### src/hdl/stbs_pkg.sv
// ---------------------------------------------------------------------------
// stbs_pkg
// shared types and constants for the sorted table binary search block
// ---------------------------------------------------------------------------
package stbs_pkg;

  localparam int unsigned VALUE_W = 32;
  localparam int unsigned POS_W   = 10;
  localparam int unsigned MODE_W  = 2;

  // mode codes of an input word, code 3 is ignored
  localparam logic [MODE_W-1:0] MODE_RESTART = 2'd0;
  localparam logic [MODE_W-1:0] MODE_APPEND  = 2'd1;
  localparam logic [MODE_W-1:0] MODE_SEARCH  = 2'd2;

  typedef struct packed {
    logic [MODE_W-1:0]         mode;
    logic signed [VALUE_W-1:0] value;
  } in_word_t;

  typedef struct packed {
    logic             found;
    logic [POS_W-1:0] position;
  } out_word_t;

  typedef enum logic [1:0] {
    S_IDLE,
    S_PROBE,
    S_DONE
  } state_t;

  // controller to datapath
  typedef struct packed {
    logic restart;   // entry 0 takes the value, count becomes 1
    logic append;    // store after last entry unless full
    logic search;    // load key and range, issue first read
    logic step;      // narrow range, issue next read
    logic cap_hit;   // capture found result at current probe
    logic cap_miss;  // capture miss result
    logic out_load;  // move captured result to output register
  } cmd_t;

  // datapath to controller
  typedef struct packed {
    logic count_zero;  // table is empty
    logic hit;         // probed entry equals key
    logic next_empty;  // narrowed range holds no entry
  } status_t;

endpackage

### src/hdl/stbs_ctrl.sv
// ---------------------------------------------------------------------------
// stbs_ctrl
// controller: sequences loads, search probes and result hand-off
// ---------------------------------------------------------------------------
module stbs_ctrl
  import stbs_pkg::*;
(
  input  logic              clk,
  input  logic              rst_n,
  input  logic              in_valid,
  input  logic [MODE_W-1:0] in_mode,
  output logic              in_stall,
  output logic              out_valid,
  input  logic              out_stall,
  input  status_t           status,
  output cmd_t              cmd
);

  state_t state_r, state_nxt;
  logic   out_valid_r, out_valid_nxt;

  always_ff @(posedge clk) begin
    if (!rst_n) begin
      state_r     <= S_IDLE;
      out_valid_r <= 1'b0;
    end else begin
      state_r     <= state_nxt;
      out_valid_r <= out_valid_nxt;
    end
  end

  always_comb begin
    state_nxt = state_r;
    cmd       = '0;
    case (state_r)
      S_IDLE: begin
        if (in_valid) begin
          case (in_mode)
            MODE_RESTART: cmd.restart = 1'b1;
            MODE_APPEND:  cmd.append  = 1'b1;
            MODE_SEARCH: begin
              cmd.search = 1'b1;
              if (status.count_zero) begin
                cmd.cap_miss = 1'b1;
                state_nxt    = S_DONE;
              end else begin
                state_nxt = S_PROBE;
              end
            end
            default: ;
          endcase
        end
      end
      S_PROBE: begin
        if (status.hit) begin
          cmd.cap_hit = 1'b1;
          state_nxt   = S_DONE;
        end else if (status.next_empty) begin
          cmd.cap_miss = 1'b1;
          state_nxt    = S_DONE;
        end else begin
          cmd.step = 1'b1;
        end
      end
      S_DONE: begin
        if (!out_valid_r || !out_stall) begin
          cmd.out_load = 1'b1;
          state_nxt    = S_IDLE;
        end
      end
      default: state_nxt = S_IDLE;
    endcase
  end

  always_comb begin
    if (cmd.out_load) begin
      out_valid_nxt = 1'b1;
    end else if (out_valid_r && !out_stall) begin
      out_valid_nxt = 1'b0;
    end else begin
      out_valid_nxt = out_valid_r;
    end
  end

  assign in_stall  = (state_r != S_IDLE);
  assign out_valid = out_valid_r;

`ifndef SYNTHESIS
  // a probe always compares data read in the previous cycle
  a_probe_after_read: assert property (@(posedge clk) disable iff (!rst_n)
    (state_r == S_PROBE) |-> $past(cmd.search || cmd.step))
    else $error("probe without a preceding table read");

  // a result never overwrites a word still waiting at the output
  a_no_overwrite: assert property (@(posedge clk) disable iff (!rst_n)
    cmd.out_load |-> (!out_valid_r || !out_stall))
    else $error("output word overwritten while stalled");
`endif

endmodule

### config.mk
export PLATFORM = sky130hd
export DESIGN_NAME = stbs_ctrl
export DESIGN_NICKNAME = d
export VERILOG_FILES = /design/src/hdl/stbs_pkg.sv /design/src/hdl/stbs_ctrl.sv
export SDC_FILE = /design/constraint.sdc
export NUM_CORES = 1
export LEC_CHECK = 0
export ABC_CLOCK_PERIOD_IN_PS = 1280
export BUFFER_PORTS_ARGS = -buffer_cell sky130_fd_sc_hd__buf_2
export CORE_AREA = 2 2 39 41
export CTS_CLUSTER_SIZE = 24
export DETAILED_ROUTE_END_ITERATION = 8
export DIE_AREA = 0 0 41 43
export MAX_ROUTING_LAYER = met4
export SETUP_SLACK_MARGIN = 0.5
export SKIP_CTS_REPAIR_TIMING = 1
export SYNTH_ARGS = -nofsm -noshare
export SYNTH_HDL_FRONTEND = slang
export SYNTH_SLANG_ARGS = --single-unit
export TNS_END_PERCENT = 50
### constraint.sdc
create_clock -name clk -period 1.28 [get_ports clk]
set_input_delay 0.256 -clock clk [delete_from_list [all_inputs] [get_ports clk]]
set_output_delay 0.256 -clock clk [all_outputs]
set_load 0.01 [all_outputs]
Word level (Yosys, flattened, before mapping)
Index checks and enable logic that the tools add are counted.
W data, S select, Z words.
Cells by class
  shifts and indexed selects: 0
  $add $sub $neg: 0
  reduce and logical (&&, ||, !) cells: 9
  mux-type cells: 26
  equality and inequality tests: 8
  div/mod/pow operators: 0
  $lt $le $gt $ge: 0
  multiply operators: 0
  bitwise operators: 0
Operators by type and width (number)
  $mux W1: 15
  $mux W2: 7
  $mux W3: 2
  $pmux W2 S3: 1
  $eq A2 B1 Y1 const B: 2
  $eq A2 B2 Y1 const B: 2
  $logic_not A2 Y1: 2
  $ne A2 B2 Y1 const B: 2
  $reduce_and A4 Y1: 1
  $reduce_bool A2 Y1: 2
  $ne A3 B3 Y1 const B: 1
  $logic_not A1 Y1: 2
  $ne A2 B1 Y1 const B: 1
  $pmux W1 S2: 1
  $logic_and A1 B1 Y1: 1
  $logic_or A1 B1 Y1: 1
Word-level totals
  bits in latches: 0
  memories kept: 0
  bits of input ports: 9
  output and inout port bits: 9
  RAM bits: 0
  logic and storage cells: 45
  memory bits (read-only): 0
  register bits: 3

Logic depth before layout (Yosys ltp)
  depth after elaboration: 5
  mapped depth: 3
  depth with buffers taken out: 3

Least setup slack after synthesis
Ideal clock, no wire load.
  path kind: register to output
  start point: register state_r[1]
  end point: output cmd[1] in the netlist's numbering
  buffers on the path: 0
  cell stages (with the launch flop): 4
  required time: 1.024 ns
  path slack: 0.104 ns
  arrival time: 0.920 ns
  cell sequence: dfxtp_1 nor2_1 and3_1 a22o_1
RTL lines
  from (decl): RTL line stbs_ctrl.sv:19  | state_t state_r, state_nxt;
  from (signal assigned): RTL line stbs_ctrl.sv:27  | state_r <= state_nxt;
  to (decl): RTL line stbs_ctrl.sv:16  | output cmd_t cmd

==> metrics.md <==
| Metric | Value |
|---|---|
| Post-synthesis mux area share | `0%` |
| Share of layout cells above drive strength 1 | `70.21%` |
| Yosys reg bits | `3` |
| Clock transition at path regs | `roughly 0.04 ns` |
| Drt total wl | `around 660 um` |
| RSZ-0062 raised after global routing | `true` |
| Std-Cell Rows | `14` |
| Slew @ Worst Pin | `a little over 0.2 ns` |
| Final Hold Vio Count | `0` |
| Synth top area cells | `dfxtp_1 28%, a22o_1 8.2%, o41ai_2 7.6%` |
| Root Buffer | `clkbuf_4` |
| DR WL/cell | `about 10 um` |
| Area growth syn-to-layout | `92.35%` |
| FF-to-FF path depth | `4` |
| Congestion Overflow GR | `0` |
| Max Cap Viol | `0` |
| Ys Warns | `0` |
| CP peak stage delay | `0.39 ns` |
| ANT cells | `0` |
| I/O Buffers | `17` |
| CP Capture Type | `output pin` |
| Setup ws final | `-0.1271 ns` |
| Worst r2r src | `state_r[0]$_SDFFE_PN0P_` |
| Sink Count | `3` |
| Largest net degree at the start of global routing | `6` |
| Design Area, Final | `a little over 400 um^2` |
| Skew-Pair Late Insertion Delay | `0.24 ns` |
| Total leakage power | `~0.21 nW` |
| Syn Area/Cell | `8.508 um^2` |
| IO Pins | `18` |
| Min-Delay Path Class | `primary input to flop` |
| Hold slack | `0.2591 ns` |
| Synth Flop Type | `dfxtp_1` |
| Worst R2R Setup Slack | `~0.22 ns` |
| Post-synth EDFFs | `0` |
| Fraction of the cycle the final worst path needs | `109.9%` |
| Post-Synth Simple-Gate Area | `41.18%` |
| Placed Area | `~350 um^2` |
| DRC | `0` |
| Antenna Violating Nets Remaining | `0` |
| Crit path max fanout | `5` |
| GRT Resource Usage Total | `around 8.2%` |
| Reg2reg end | `state_r[1]$_SDFFE_PN0P_` |
| CTS buffer count | `3` |
| Mapped cell area | `roughly 210 um^2` |
| Detailed Place HPWL | `roughly 480 um` |
| Most numerous cell in the Yosys netlist | `dfxtp_1` |
| Die Ht | `between 40 and 50 um` |
| Final Max Tran Viols | `0` |
| Max Buffers Root-to-Sink | `2` |
| CP Data Required Time | `about 1 ns` |
| Status | `finished, violations left` |
| Xor and xnor area share after synthesis | `0%` |
| Die width | `between 40 and 50 um` |
| Crit path from | `state_r[1]$_SDFFE_PN0P_` |
| Placeable Area | `roughly 1400 um^2` |
| Peak VDD IR | `between 0.2 and 0.25 mV` |
| DR vias | `between 200 and 300` |
| Iteration-0 DRC count of the detailed router | `1` |
| Critical Path, Cell by Cell | `nor2_4 -> and3_4 -> a22o_1 -> buf_2` |
| Period minus WS final | `1.407 ns` |
| Finish-stage setup viols | `5` |
| Number of vias per cell | `approximately 4.4` |
| Top cell type's share of synthesized area | `roughly 28%` |
| First-pass DRT Iterations | `5` |
| H-tree depth | `1` |
| Critical path launch point type | `flop` |
| Final nets | `between 50 and 60` |
| Largest family of logic cells by synthesized area | `simple AND/OR/NAND/NOR gates` |
| Net Count, Synth | `34` |
| Setup Skew | `around 0.0057 ns` |
| Max Fclk | `around 700 MHz` |
| Critical path class | `flop to output pin` |
| Slowest CP cell | `dfxtp_4` |
| Worst rel slew slack | `86.28%` |
| Post-synth top area cell | `dfxtp_1` |
| Die area | `around 1800 um^2` |
| CTS tree | `done` |
| Synthesized-area fraction occupied by adder cells | `0%` |
| Initial Util | `~15%` |
| Vias in the first global route | `249` |
| Worst Path Arrival | `1.15 ns` |
| Sequential share of the synthesized area | `between 20% and 30%` |
| Synth cell types | `18` |
| Fraction of registers with async set/reset | `0%` |
| Gp weighted congestion | `between 0.6 and 0.7` |
| Initial antenna violation count | `0` |
| Pwr Density | `806.4 nW/um^2` |
| First-pass GRT wire length | `945 um` |
| Failing checks | `negative setup slack` |
| # fillers | `151` |
| Compound-gate portion of the synthesized area | `a little under a quarter` |
| CP endpoint | `cmd[1]` |
| Synthesized instance count | `25` |
==> placed cells by master (no fill, tap or decap) <==
master and n:
or3_1 1, clkbuf_4 3, and3_4 1, a22o_1 2, nor2_1 1, nand2_1 2
a31oi_1 1, nor3b_4 1, nor2b_4 2, clkbuf_1 1, buf_6 2, dfxtp_4 2
nand2b_1 1, nor2_4 1, inv_1 2, buf_2 15, nor3_2 1, buf_4 2
and3b_1 1, a21oi_1 2, dfxtp_2 1, o41ai_2 1, nor3b_2 1
==> stage by stage <==
| stage | total power, mW | worst slack, ns | utilization (%) | cells | TNS, ns |
|---|---|---|---|---|---|
| 4_1_cts | 0.3348 | -0.1383 | 26.85 | 62 | -0.4048 |
| 2_1_floorplan | 0.1276 | 0.2254 | - | 25 | 0 |
| 3_5_place_dp | 0.1585 | 0.02693 | 24.95 | 58 | 0 |
| 6_report | 0.3299 | -0.1271 | 29.57 | 63 | -0.3526 |
| 5_1_grt | 0.3458 | -0.1823 | 29.57 | 63 | -0.6899 |
| 3_3_place_gp | 0.1580 | 0.03667 | 24.95 | 58 | 0 |
==> worst min path at each step <==
stage / endpoint / depth (start not counted) / start
6_report: state_r[0]$_SDFFE_PN0P_ / 2 / rst_n
4_1_cts: state_r[0]$_SDFFE_PN0P_ / 2 / rst_n
3_5_place_dp: out_valid$_SDFFE_PN0P_ / 2 / out_valid$_SDFFE_PN0P_
3_3_place_gp: out_valid$_SDFFE_PN0P_ / 2 / out_valid$_SDFFE_PN0P_
5_1_grt: state_r[0]$_SDFFE_PN0P_ / 2 / rst_n
2_1_floorplan: state_r[0]$_SDFFE_PN0P_ / 1 / rst_n
==> sequential cells by signal, summed over array words and instances, names as in the netlist <==
name,count
out_valid,1
state_r,2
==> kinds of logic after synthesis <==
kind of cell    after synthesis
compound gates                6
simple gates                 13
buf+inv                       3
flops                         3
==> per-layer routing <==
| metal | wire, um | global-route usage, % |
|---|---|---|
| met1 | 253 | 9.325 |
| met2 | 345 | 11.25 |
| met3 | 43 | 1.571 |
| met4 | 15 | 8.000 |
| met5 | 0 | - |
==> critical path: cells and delay by family, from the launching register on <==
kind,cells,cell delay [ns]
compound gates,1,0.20
flops,1,0.39
simple gates,2,0.18
buf+inv,1,0.14
==> final cells by class <==
cell class	instances	area (um^2)	share of cell area, %
repair buffers	19	112.6	27.52
multi-input cells	19	173.9	42.51
inverters	2	7.507	1.835
clock buffers	4	26.28	6.422
flip-flops and latches	3	68.82	16.82
well taps	16	20.02	4.893
==> power by group <==
part	internal [mW]	switching [mW]	leakage, nW
clock	0.117	0.0546	0.0150
sequential	0.0934	0.00405	0.0263
combinational	0.0310	0.0297	0.167
total	0.242	0.0884	0.209
No activity file was read; power rests on OpenSTA's default activity.
